<file path="config.mk">
export PLATFORM = sky130hd
export DESIGN_NAME = multi_channel_timer_bank
export DESIGN_NICKNAME = d
export VERILOG_FILES = /design/src/rtl/mctb_pkg.sv /design/src/rtl/mctb_ram.sv /design/src/rtl/mctb_ctrl.sv /design/src/rtl/mctb_dp.sv /design/src/rtl/multi_channel_timer_bank.sv
export SDC_FILE = /design/constraint.sdc
export NUM_CORES = 2
export LEC_CHECK = 0
export BUFFER_PORTS_ARGS = -buffer_cell sky130_fd_sc_hd__buf_2
export CORE_ASPECT_RATIO = 1.2
export CORE_UTILIZATION = 60
export DETAILED_ROUTE_END_ITERATION = 10
export PLACE_DENSITY = 0.76
export SLEW_MARGIN = 20
export SYNTH_ARGS = -nofsm -noshare
export SYNTH_HDL_FRONTEND = slang
export SYNTH_SLANG_ARGS = --single-unit
</file>
<file path="constraint.sdc">
create_clock -name clk -period 11.5 [get_ports clk]
set_input_delay 0 -clock clk [delete_from_list [all_inputs] [get_ports clk]]
set_output_delay 0 -clock clk [all_outputs]
set_load 0.02 [all_outputs]
</file>
<file path="src/rtl/mctb_pkg.sv">
// ----------------------------------------------------------------------------
// mctb_pkg
// Shared types, codes and defaults for the multi-channel timer bank.
// ----------------------------------------------------------------------------
package mctb_pkg;

  localparam int NUM_TIMERS_DEF = 16;
  localparam int TIME_WIDTH_DEF = 48;

  localparam int TYPE_W = 3;
  localparam int ID_W   = 4;
  localparam int IVAL_W = 32;
  localparam int REM_W  = 48;
  localparam int CFG_W  = 5;

  localparam logic [CFG_W-1:0] ACTIVE_RESET = CFG_W'(16);

  // request codes
  localparam logic [TYPE_W-1:0] REQ_TICK  = 3'd0;
  localparam logic [TYPE_W-1:0] REQ_START = 3'd1;
  localparam logic [TYPE_W-1:0] REQ_ARM   = 3'd2;
  localparam logic [TYPE_W-1:0] REQ_KILL  = 3'd3;
  localparam logic [TYPE_W-1:0] REQ_QUERY = 3'd4;

  typedef struct packed {
    logic [TYPE_W-1:0] req_type;
    logic [ID_W-1:0]   tmr_id;
    logic [IVAL_W-1:0] interval;
  } in_item_t;

  typedef struct packed {
    logic             fired;
    logic [ID_W-1:0]  result_id;
    logic             ok;
    logic             armed;
    logic [REM_W-1:0] remaining;
    logic             last;
  } out_item_t;

  // controller -> datapath
  typedef struct packed {
    logic accept;      // latch the input beat
    logic tick_start;  // advance time, clear per-tick bookkeeping
    logic exec;        // apply start / arm / kill
    logic scan_run;    // walk the timers
    logic update;      // reload or disarm the chosen timer
    logic emit;        // load the output register
    logic res_tick;    // emitted beat is a tick result
  } mctb_cmd_t;

  // datapath -> controller
  typedef struct packed {
    logic is_tick;
    logic scan_done;
    logic have;        // current pass found a due timer
    logic pend_valid;  // a fire from the previous pass awaits output
    logic out_free;
  } mctb_sts_t;

endpackage

</file>
<file path="src/rtl/mctb_ram.sv">
// ----------------------------------------------------------------------------
// mctb_ram
// Generic single-write, single-read RAM with registered read data.
// ----------------------------------------------------------------------------
module mctb_ram #(
  parameter int WIDTH = 32,
  parameter int DEPTH = 16,
  localparam int AW = (DEPTH > 1) ? $clog2(DEPTH) : 1
) (
  input  logic             clk,
  input  logic             we,
  input  logic [AW-1:0]    waddr,
  input  logic [WIDTH-1:0] wdata,
  input  logic [AW-1:0]    raddr,
  output logic [WIDTH-1:0] rdata
);

  logic [WIDTH-1:0] mem [DEPTH];

  always_ff @(posedge clk) begin
    if (we) begin
      mem[waddr] <= wdata;
    end
    rdata <= mem[raddr];
  end

endmodule

</file>
<file path="src/rtl/mctb_ctrl.sv">
// ----------------------------------------------------------------------------
// mctb_ctrl
// Sequencer for the timer bank: request decode, tick scan passes, output.
// ----------------------------------------------------------------------------
module mctb_ctrl
  import mctb_pkg::*;
(
  input  logic      clk,
  input  logic      rst,
  input  logic      in_valid,
  output logic      in_stall,
  input  mctb_sts_t sts,
  output mctb_cmd_t cmd
);

  localparam logic [2:0] S_IDLE     = 3'd0;
  localparam logic [2:0] S_EXEC     = 3'd1;
  localparam logic [2:0] S_REPLY    = 3'd2;
  localparam logic [2:0] S_SCAN     = 3'd3;
  localparam logic [2:0] S_SCAN_END = 3'd4;
  localparam logic [2:0] S_UPDATE   = 3'd5;

  logic [2:0] state;
  logic [2:0] state_next;

  always_ff @(posedge clk) begin
    if (rst) begin
      state <= S_IDLE;
    end else begin
      state <= state_next;
    end
  end

  assign in_stall = (state != S_IDLE);

  always_comb begin
    cmd        = '0;
    state_next = state;
    unique case (state)
      S_IDLE: begin
        if (in_valid) begin
          cmd.accept = 1'b1;
          state_next = S_EXEC;
        end
      end
      S_EXEC: begin
        if (sts.is_tick) begin
          cmd.tick_start = 1'b1;
          state_next     = S_SCAN;
        end else begin
          cmd.exec   = 1'b1;
          state_next = S_REPLY;
        end
      end
      S_REPLY: begin
        if (sts.out_free) begin
          cmd.emit   = 1'b1;
          state_next = S_IDLE;
        end
      end
      S_SCAN: begin
        cmd.scan_run = 1'b1;
        if (sts.scan_done) begin
          state_next = S_SCAN_END;
        end
      end
      S_SCAN_END: begin
        // previous fire goes out now that we know whether another follows
        if (sts.pend_valid) begin
          if (sts.out_free) begin
            cmd.emit     = 1'b1;
            cmd.res_tick = 1'b1;
            state_next   = sts.have ? S_UPDATE : S_IDLE;
          end
        end else if (sts.have) begin
          state_next = S_UPDATE;
        end else if (sts.out_free) begin
          cmd.emit     = 1'b1;
          cmd.res_tick = 1'b1;
          state_next   = S_IDLE;
        end
      end
      S_UPDATE: begin
        cmd.update = 1'b1;
        state_next = S_SCAN;
      end
      default: begin
        state_next = S_IDLE;
      end
    endcase
  end

endmodule

</file>
<file path="src/rtl/mctb_dp.sv">
// ----------------------------------------------------------------------------
// mctb_dp
// Timer bank datapath: tick counter, due/period RAMs, armed flags, min-due
// scan, query arithmetic and the output register.
// ----------------------------------------------------------------------------
module mctb_dp
  import mctb_pkg::*;
#(
  parameter int NUM_TIMERS = NUM_TIMERS_DEF,
  parameter int TIME_WIDTH = TIME_WIDTH_DEF
) (
  input  logic             clk,
  input  logic             rst,
  input  in_item_t         in_data,
  input  logic             out_stall,
  output logic             out_valid,
  output out_item_t        out_data,
  input  logic             cfg_we,
  input  logic [CFG_W-1:0] cfg_data,
  input  mctb_cmd_t        cmd,
  output mctb_sts_t        sts
);

  localparam int IDX_W = (NUM_TIMERS > 1) ? $clog2(NUM_TIMERS) : 1;
  localparam int CNT_W = $clog2(NUM_TIMERS + 1);

  logic [CFG_W-1:0]      active_timers;
  logic [CNT_W-1:0]      eff;
  logic [TIME_WIDTH-1:0] now_ticks;
  in_item_t              req;
  logic                  id_ok;
  logic [IDX_W-1:0]      req_idx;

  logic [NUM_TIMERS-1:0] armed;
  logic [NUM_TIMERS-1:0] done;

  logic [CNT_W-1:0]      scan_cnt;
  logic                  scan_issue;
  logic                  rd_valid;
  logic [IDX_W-1:0]      rd_idx;
  logic                  have;
  logic [IDX_W-1:0]      best_idx;
  logic [TIME_WIDTH-1:0] best_due;
  logic [IVAL_W-1:0]     best_reload;
  logic                  pend_valid;
  logic [IDX_W-1:0]      pend_idx;
  logic                  eligible;

  logic                  due_we;
  logic [IDX_W-1:0]      due_waddr;
  logic [TIME_WIDTH-1:0] due_wdata;
  logic [IDX_W-1:0]      raddr;
  logic [TIME_WIDTH-1:0] due_rdata;
  logic                  rld_we;
  logic [IVAL_W-1:0]     rld_wdata;
  logic [IVAL_W-1:0]     rld_rdata;
  logic                  set_req;

  logic                  q_live;
  logic [TIME_WIDTH-1:0] q_diff;
  logic [REM_W-1:0]      q_rem;
  out_item_t             res;

  // effective count = min(active_timers, NUM_TIMERS)
  assign eff     = (32'(active_timers) >= NUM_TIMERS) ? CNT_W'(NUM_TIMERS)
                                                      : CNT_W'(active_timers);
  assign id_ok   = 32'(req.tmr_id) < 32'(eff);
  assign req_idx = IDX_W'(req.tmr_id);
  assign set_req = cmd.exec && id_ok
                   && (req.req_type == REQ_START || req.req_type == REQ_ARM);

  assign scan_issue = cmd.scan_run && (scan_cnt < eff);
  assign raddr      = scan_issue ? scan_cnt[IDX_W-1:0] : req_idx;

  assign due_we    = set_req || (cmd.update && (best_reload != '0));
  assign due_waddr = cmd.update ? best_idx : req_idx;
  assign due_wdata = cmd.update ? best_due + TIME_WIDTH'(best_reload)
                                : now_ticks + TIME_WIDTH'(req.interval);
  assign rld_we    = set_req;
  assign rld_wdata = (req.req_type == REQ_START) ? req.interval : '0;

  mctb_ram #(.WIDTH(TIME_WIDTH), .DEPTH(NUM_TIMERS)) u_due (
    .clk   (clk),
    .we    (due_we),
    .waddr (due_waddr),
    .wdata (due_wdata),
    .raddr (raddr),
    .rdata (due_rdata)
  );

  mctb_ram #(.WIDTH(IVAL_W), .DEPTH(NUM_TIMERS)) u_rld (
    .clk   (clk),
    .we    (rld_we),
    .waddr (req_idx),
    .wdata (rld_wdata),
    .raddr (raddr),
    .rdata (rld_rdata)
  );

  assign eligible = rd_valid && armed[rd_idx] && !done[rd_idx]
                    && (due_rdata <= now_ticks);

  always_ff @(posedge clk) begin
    if (rst) begin
      active_timers <= ACTIVE_RESET;
    end else if (cfg_we) begin
      active_timers <= cfg_data;
    end
  end

  always_ff @(posedge clk) begin
    if (cmd.accept) begin
      req <= in_data;
    end
  end

  always_ff @(posedge clk) begin
    if (rst) begin
      now_ticks  <= '0;
      armed      <= '0;
      done       <= '0;
      scan_cnt   <= '0;
      rd_valid   <= 1'b0;
      have       <= 1'b0;
      pend_valid <= 1'b0;
    end else begin
      // scan_run is low on tick_start and update, so this also clears it there
      rd_valid <= scan_issue;
      if (scan_issue) begin
        scan_cnt <= scan_cnt + CNT_W'(1);
      end
      // ascending scan with strict compare keeps the lower index on ties
      if (eligible && (!have || due_rdata < best_due)) begin
        have <= 1'b1;
      end
      if (cmd.exec && id_ok) begin
        if (req.req_type == REQ_START || req.req_type == REQ_ARM) begin
          armed[req_idx] <= 1'b1;
        end else if (req.req_type == REQ_KILL) begin
          armed[req_idx] <= 1'b0;
        end
      end
      if (cmd.tick_start) begin
        now_ticks  <= now_ticks + TIME_WIDTH'(1);
        done       <= '0;
        pend_valid <= 1'b0;
        have       <= 1'b0;
        scan_cnt   <= '0;
      end
      if (cmd.update) begin
        if (best_reload == '0) begin
          armed[best_idx] <= 1'b0;
        end
        done[best_idx] <= 1'b1;
        pend_valid     <= 1'b1;
        have           <= 1'b0;
        scan_cnt       <= '0;
      end
    end
  end

  always_ff @(posedge clk) begin
    if (eligible && (!have || due_rdata < best_due)) begin
      best_idx    <= rd_idx;
      best_due    <= due_rdata;
      best_reload <= rld_rdata;
    end
    if (scan_issue) begin
      rd_idx <= scan_cnt[IDX_W-1:0];
    end
    if (cmd.update) begin
      pend_idx <= best_idx;
    end
  end

  // query: due word for req_idx is on the read port during the reply state
  assign q_live = armed[req_idx] && (due_rdata > now_ticks);
  assign q_diff = due_rdata - now_ticks;

  generate
    if (TIME_WIDTH > REM_W) begin : g_sat
      assign q_rem = (|q_diff[TIME_WIDTH-1:REM_W]) ? '1 : q_diff[REM_W-1:0];
    end else begin : g_ext
      assign q_rem = REM_W'(q_diff);
    end
  endgenerate

  always_comb begin
    res      = '0;
    res.last = 1'b1;
    if (cmd.res_tick) begin
      res.ok = 1'b1;
      if (pend_valid) begin
        res.fired     = 1'b1;
        res.result_id = ID_W'(pend_idx);
        res.last      = !have;
      end
    end else begin
      case (req.req_type)
        REQ_START, REQ_ARM, REQ_KILL, REQ_QUERY: begin
          res.result_id = req.tmr_id;
          res.ok        = id_ok;
          if (id_ok && req.req_type == REQ_QUERY) begin
            res.armed     = armed[req_idx];
            res.remaining = q_live ? q_rem : '0;
          end
        end
        default: begin
        end
      endcase
    end
  end

  always_ff @(posedge clk) begin
    if (rst) begin
      out_valid <= 1'b0;
    end else if (cmd.emit) begin
      out_valid <= 1'b1;
    end else if (!out_stall) begin
      out_valid <= 1'b0;
    end
  end

  always_ff @(posedge clk) begin
    if (cmd.emit) begin
      out_data <= res;
    end
  end

  assign sts.is_tick    = (req.req_type == REQ_TICK);
  assign sts.scan_done  = !rd_valid && (scan_cnt >= eff);
  assign sts.have       = have;
  assign sts.pend_valid = pend_valid;
  assign sts.out_free   = !out_valid || !out_stall;

endmodule

</file>
<file path="src/rtl/multi_channel_timer_bank.sv">
// ----------------------------------------------------------------------------
// multi_channel_timer_bank
// Bank of one-shot / periodic timers on a tick counter advanced by tick requests.
// ----------------------------------------------------------------------------
// Usage:
//   Input channel (in_valid/in_stall/in_data) takes one request per beat:
//   tick, start periodic, arm one-shot, kill or query. The block handles one
//   request at a time and holds in_stall high until its results are queued.
//   Output channel (out_valid/out_stall/out_data) returns one or more result
//   beats per request; the final one has last set. An output register sits
//   between the two sides, so a stalled result does not block the sequencer
//   until the next result is ready.
//   Start/arm/kill/query/unknown: the request is applied in the exec state,
//   then its result is loaded into the output register from the reply state
//   once that register is free; the next request is taken back in idle.
//   Tick: each scan pass reads the due and period RAMs one timer per cycle
//   over the active timers; the earliest due timer a pass finds is reloaded
//   or disarmed in the update state, and another pass follows. Output
//   stalls can hold the sequencer in the reply and scan-end states.
//   cfg_we/cfg_data write active_timers; write only while idle.
//   Reset (rst, synchronous) clears time, armed flags and the output; the due
//   and period RAMs are not cleared and their contents are only used for armed timers.
// ----------------------------------------------------------------------------
module multi_channel_timer_bank
  import mctb_pkg::*;
#(
  parameter int NUM_TIMERS = NUM_TIMERS_DEF,
  parameter int TIME_WIDTH = TIME_WIDTH_DEF
) (
  input  logic             clk,
  input  logic             rst,
  input  logic             in_valid,
  output logic             in_stall,
  input  in_item_t         in_data,
  output logic             out_valid,
  input  logic             out_stall,
  output out_item_t        out_data,
  input  logic             cfg_we,
  input  logic [CFG_W-1:0] cfg_data
);

  mctb_cmd_t cmd;
  mctb_sts_t sts;

  mctb_ctrl u_ctrl (
    .clk      (clk),
    .rst      (rst),
    .in_valid (in_valid),
    .in_stall (in_stall),
    .sts      (sts),
    .cmd      (cmd)
  );

  mctb_dp #(
    .NUM_TIMERS (NUM_TIMERS),
    .TIME_WIDTH (TIME_WIDTH)
  ) u_dp (
    .clk       (clk),
    .rst       (rst),
    .in_data   (in_data),
    .out_stall (out_stall),
    .out_valid (out_valid),
    .out_data  (out_data),
    .cfg_we    (cfg_we),
    .cfg_data  (cfg_data),
    .cmd       (cmd),
    .sts       (sts)
  );

endmodule

</file>
# == Word-level counts from Yosys, hierarchy flattened ==
# Memory sizes are Yosys's and may differ from the RTL's. A register that Yosys moved wholly into a read port is not among the register bits.
# Cells that the tools add are included.
# totals
regBits,284
word_cells,158
mem_bits_rw,1280
in_bits,49
mem_count,2
# classes
order_cmp,12
eq_ne,13
reduce_logical,34
bitwise_logic,9
mux,59
addsub,5
# mem_list
name,depth,word_bits,rd,rd_ports_with_merged_regs,wr,line,text
u_dp.u_due.mem,16,48,1,1,1,mctb_ram.sv:18,logic [WIDTH-1:0] mem [DEPTH];
u_dp.u_rld.mem,16,32,1,1,1,mctb_ram.sv:18,
# ops
operator,count
$mux 16,9
$add 48x32->48,2
$mux 48,2
$mux 54,1
$mux 49,1
$add 48x1->48 const B,1
$gt 48x48->1,1
$le 48x48->1,1
$lt 48x48->1,1
$sub 48x48->48,1
$and 16x16->16,2
$logic_not 32->1,1
$mux 32,1
$not 16->16,2
$or 16x16->16,2
$reduce_bool 32->1,1
$mux 1,22
$mux 3,7
$pmux 3 s6,1
$lt 4x5->1 const B,3
$mux 5,3
$logic_and 1x1->1,13
$bmux 1 s4,3
$eq 3x2->1 const B,4
other kinds (25),47

# == Longest topological paths before layout ==
# logic_depth
depth_word,13
depth_mapped,15

# == Cells and area by module ==
# Synthesis repeated with hierarchy kept, for this count alone.
# hier_totals
hier_cells,4197
area_unflattened_um2,69073.7
# modules_own_cells
module,seq_area_each_um2,cells_each,area_each_um2,instances
mctb_ram at u_dp.u_due,24023.0,1242,29691.0,1
mctb_ram at u_dp.u_rld,16015.4,838,19835.3,1
mctb_dp,7497.2,2084,19256.0,1
mctb_ctrl,60.1,33,291.5,1

# == Worst setup path after synthesis ==
# OpenSTA, ideal clock, no wires.
# synth_path
kind,flip-flop to flip-flop
startpoint,reg u_dp.now_ticks[0]
endpoint,"reg u_dp.best_due[0], enable pin"
arrival_ns,4.436
setup_ns,0.452
setup_slack_ns,6.611
path_stages_with_launch,13
synth_period_minus_slack_ns,4.889
cell_sequence,dfxtp_1 ha_1 inv_1 fa_1 a211oi_1 o21bai_1 o22ai_1 o21ai_1 a211o_1 nand2_1 o21ai_1 nor2_1 and3_1
# synth_via
elab_chain_cells,3
# synth_rtl
item,line,text
"start, declared",mctb_dp.sv:29,logic [TIME_WIDTH-1:0] now_ticks;
"start signal, assigned",mctb_dp.sv:144,now_ticks <= now_ticks + TIME_WIDTH'(1);
$le 48x48->1,mctb_dp.sv:101,&& (due_rdata <= now_ticks);
$logic_and 1x1->1,mctb_dp.sv:101,
$logic_and 1x1->1,mctb_dp.sv:163,if (eligible && (!have || due_rdata < best_due)) begin
"end signal, assigned",mctb_dp.sv:165,best_due <= due_rdata;
"end, declared",mctb_dp.sv:43,logic [TIME_WIDTH-1:0] best_due;
# Every way passes these cells.
# A chain may end at the register's enable or synchronous reset.

# == Final worst setup path ==
# layout_path
startpoint,reg u_dp.active_timers[4]
endpoint,reg u_dp.u_due.rdata[7] (read register of u_dp.u_due.mem)
# layout_via
elab_chain_cells,5
# layout_rtl
item,line,text
"start, declared",mctb_dp.sv:27,logic [CFG_W-1:0] active_timers;
"start signal, assigned",mctb_dp.sv:107,active_timers <= cfg_data;
$ge 5x5->1,mctb_dp.sv:65,assign eff = (32'(active_timers) >= NUM_TIMERS) ? CNT_W'(NUM_TIMERS)
$mux 5 *,mctb_dp.sv:65,
$lt 5x5->1 *,mctb_dp.sv:72,assign scan_issue = cmd.scan_run && (scan_cnt < eff);
$logic_and 1x1->1 *,mctb_dp.sv:72,
$mux 4 *,mctb_dp.sv:73,assign raddr = scan_issue ? scan_cnt[IDX_W-1:0] : req_idx;
"end, declared",mctb_ram.sv:15,output logic [WIDTH-1:0] rdata
# Mark *: on every way between the ends. The rest lies on a longest branch, timed or not.

==> flow_metrics.env <==
export IMPL_critical_path_arrival_ps=6640
export IMPL_placed_cell_count=7040
export IMPL_synth_top_family_by_area="compound AO/OA/AOI/OAI gates"
export IMPL_grt_pass1_vias=46100
export IMPL_post_cts_setup_buffer_count=0
export IMPL_worstSetupStartpointType="register"
export IMPL_combinationalPowerShare_pct=23.3
export IMPL_syn_to_final_growth_pct=11.4
export IMPL_power_frac_seq_pct=45.9
export IMPL_die_x_um=317
export IMPL_critPathTopFamily="compound AO/OA/AOI/OAI gates"
export IMPL_clk_pin_slew_worst_paths_ps=70
export IMPL_critical_path_max_fanout=224
export IMPL_synthAdderAreaFrac_pct=3.04
export IMPL_floorplan_initialDensity_pct=60.6
export IMPL_wirelength_um=193000
export IMPL_ir_worst_vdd_mv=0.183
export IMPL_sw_frac_of_total_pct=32.2
export IMPL_synth_edf_count=1467
export IMPL_drt_pre_antenna_iters=6
export IMPL_synthTopCellsByArea="edfxtp_1, dfxtp_1, a211oi_1, nand2_1, ha_1"
export IMPL_clkSinkCount=1644
export IMPL_post_route_cell_area_um2=79700
export IMPL_totalNegativeSetupSlack_ps=0
export IMPL_root_buffer_master="clkbuf_16"
export IMPL_antenna_violations_before_repair=11
export IMPL_floorplan_rows=138
export IMPL_synth_async_sr_flop_share_pct=0
export IMPL_synth_seq_cells=1644
export IMPL_setup_viol=0
export IMPL_place_area_um2=73600
export IMPL_worst_r2r_endpoint="u_dp.u_due.rdata[7]$_DFF_P_"
export IMPL_cp_depth=14
export IMPL_synthesized_area_fraction_occupied_by_xor_and_xnor_cells_pct=1.91
export IMPL_synthesis_nets=5876
export IMPL_floorplan_die_area_um2=121000
export IMPL_max_cap_viol_count=0
export IMPL_rsz0062_at_grt="false"
export IMPL_worstHoldEndpoint="u_dp.active_timers[4]$_SDFFE_PP1P_"
export IMPL_power_leakage_nw=27.1
export IMPL_critical_path_class="register to register"
export IMPL_final_max_slew_viol_count=0
export IMPL_io_pins=107
export IMPL_place_gp_congestion=0.985
export IMPL_clkPwrFrac_pct=30.8
export IMPL_synth_most_common_cell="edfxtp_1"
export IMPL_intPower_mw=11.1
export IMPL_die_h_um=380
export IMPL_cells_on_worst_reg2reg_path=14
export IMPL_timing_critical_path_buf_inv=3
export IMPL_core_area_um2=118000
export IMPL_tightest_slew_ps=1270
export IMPL_final_cell_utilization_of_the_core_pct=67.5
export IMPL_yosys_most_used_dff="edfxtp_1"
export IMPL_fin_cells=7443
export IMPL_antenna_violating_nets_post_route=0
export IMPL_cp_end_kind="register"
export IMPL_detailedPlacementHpwl_um=112000
export IMPL_finClkSkew_ps=33.0
export IMPL_io_buffers=106
export IMPL_outcome="completed"
export IMPL_power_mw=16.4
export IMPL_netlist_top_cells_count="edfxtp_1, nand2_1, a211oi_1, a21oi_1, and2_1"
export IMPL_synthesized_area_fraction_occupied_by_ao_oa_aoi_and_oai_cells_pct=13.9
export IMPL_timing_critical_path_cells="inv_1 > nand2_1 > ha_1 > nor2b_1 > o21ai_1 > nand3_4 > mux2_8 > buf_12 > buf_4 > and2_1 > a211oi_1 > a311oi_1 > a211oi_1 > a21oi_1"
export IMPL_mapped_cells=5655
export IMPL_crit_path_top_delay_cell="a21oi_1"
export IMPL_final_net_count=5979
export IMPL_routed_wire_length_per_instance_um=25.9
export IMPL_post_synth_instance_area_um2=71500
export IMPL_syn_area_per_cell_um2=12.6
export IMPL_route_vias_total=48000
export IMPL_post_synth_mux_area_share_pct=0.518
export IMPL_grt_max_degree=225
export IMPL_drc=0
export IMPL_reg2reg_slack_ps=5440
export IMPL_yosys_area_top_type_share_pct=61.6
export IMPL_critPathMaxStageDelay_ps=1010
export IMPL_first_pass_grt_wire_length_um=283000
export IMPL_hold_path_class="input pin to register"
export IMPL_drive_above_1_share_pct=8.85
export IMPL_timing_critical_path_required_ps=12080
export IMPL_post_drt_via_cell_ratio=6.46
export IMPL_cts_htree_levels=4
export IMPL_synth_largest_area_cell="edfxtp_1"
export IMPL_overflow=0
export IMPL_p_switching_mw=5.28
export IMPL_post_route_period_util_pct=52.7
export IMPL_reg2reg_from="u_dp.active_timers[4]$_SDFFE_PP1P_"
export IMPL_ys_types=96
export IMPL_synthSimpleGateAreaFrac_pct=11.4
export IMPL_clock_tree_buffer_depth=3
export IMPL_min_tclk_post_route_ps=6060
export IMPL_max_freq_mhz=165
export IMPL_whs_path_depth=3
export IMPL_drt_initial_drc_count=5417
export IMPL_hold_viol=0
export IMPL_ys_seq_area_share_pct=66.5
export IMPL_holdCritStartpoint="cfg_we"
export IMPL_clk_latency_ps=820
export IMPL_power_per_cell_area_nw_per_um2=206
export IMPL_crit_path_most_repeated_cell="a211oi_1"
export IMPL_tritoncts="built"
export IMPL_timing_slew_headroom_pct=15.4
export IMPL_synth_warnings=0
export IMPL_all_layer_gr_usage_pct=31.8
export IMPL_number_of_clock_buffers_inserted_by_tritoncts=154
[cell type report]
| type | count | area [µm²] |
|---|---|---|
| inverters | 149 | 561 |
| repair buffers | 291 | 2250 |
| well taps | 1540 | 1930 |
| multi-input cells | 3518 | 22300 |
| clock buffers | 206 | 4290 |
| fillers | 8175 | 38400 |
| diodes | 13 | 32.5 |
| flip-flops and latches | 1644 | 47600 |
| clock inverters | 82 | 754 |
[repair_timing]
item,CTS,global route
resized for setup,0,0
hold buffers,101,0
endpoints found under the hold margin,177,0
[registers in the layout, summed over array words and instances (netlist names), 35 cells and up]
name / cells
u_dp.u_due.mem: 768
u_dp.u_rld.mem: 512
u_dp.out_data: 56
u_dp.best_due: 48
u_dp.now_ticks: 48
u_dp.u_due.rdata: 48
u_dp.req: 35
[power by group through the flow]
stage	logic, mW	clock network, mW	registers (mW)
3_3_place_gp	3.64	0	7.63
2_1_floorplan	2.64	0	7.32
3_5_place_dp	3.70	0	7.64
6_report	3.82	5.05	7.53
4_1_cts	3.76	5.08	7.52
5_1_grt	4.15	5.31	7.51
[layout by cell type, fill, tap and decap left out, types with 75 or more instances in the layout]
cell type	synthesis	final
xnor2_1	114	114
nor2_1	223	206
dlygate4sd3_1	0	101
a21o_1	82	82
edfxtp_1	1467	1467
inv_1	147	131
dfxtp_1	177	177
clkbuf_16	0	159
a311oi_1	164	164
a21oi_1	340	332
and2_0	75	75
a211oi_1	418	418
nand2_1	793	792
and2_1	290	290
buf_4	4	77
a31oi_1	182	179
o21ai_0	97	97
buf_2	46	106
ha_1	169	169
[tightest hold or removal path, delay by kind of cell]
| kind | cells | cell delay [ps] |
|---|---|---|
| AO/OA/AOI/OAI | 1 | 100 |
| buffers and inverters | 2 | 750 |
[per-stage QoR]
step | worst slack, ps | hold WS, ps
4_1_cts | 5920 | 72.0
2_1_floorplan | 6610 | 98.9
6_report | 5440 | 125
5_1_grt | 5290 | 121
3_5_place_dp | 5960 | 178
3_3_place_gp | 5950 | 177
[worst max-delay path by stage]
| stage | from | end | slack (ps) |
|---|---|---|---|
| 6_report | u_dp.active_timers[4]$_SDFFE_PP1P_ | u_dp.u_due.rdata[7]$_DFF_P_ | 5440 |
| 4_1_cts | u_dp.active_timers[4]$_SDFFE_PP1P_ | u_dp.u_due.rdata[7]$_DFF_P_ | 5920 |
| 2_1_floorplan | u_dp.now_ticks[0]$_SDFFE_PP0P_ | u_dp.best_due[0]$_DFFE_PP_ | 6610 |
| 5_1_grt | u_dp.active_timers[4]$_SDFFE_PP1P_ | u_dp.u_due.rdata[7]$_DFF_P_ | 5290 |
| 3_3_place_gp | u_dp.active_timers[4]$_SDFFE_PP1P_ | u_dp.u_due.rdata[7]$_DFF_P_ | 5950 |
| 3_5_place_dp | u_dp.active_timers[4]$_SDFFE_PP1P_ | u_dp.u_due.rdata[7]$_DFF_P_ | 5960 |
[routing by layer]
metal / wire [µm] / global-route usage, % / vias to the layer above
li1: - / - / 21600
met1: 71500 / 39.3 / 23600
met2: 94300 / 52.3 / 2336
met3: 15800 / 5.91 / 514
met4: 11100 / 18.1 / 8
met5: 60 / 0 / -
[cell families after synthesis]
family / after synthesis
xor gates and xnor gates: 156
DFF: 1644
adders and majority gates: 172
buffers and inverters: 493
AOI/OAI and AO/OA: 1454
and+or+nand+nor: 1706
muxes: 30
No activity file was read; power rests on OpenSTA's default activity.
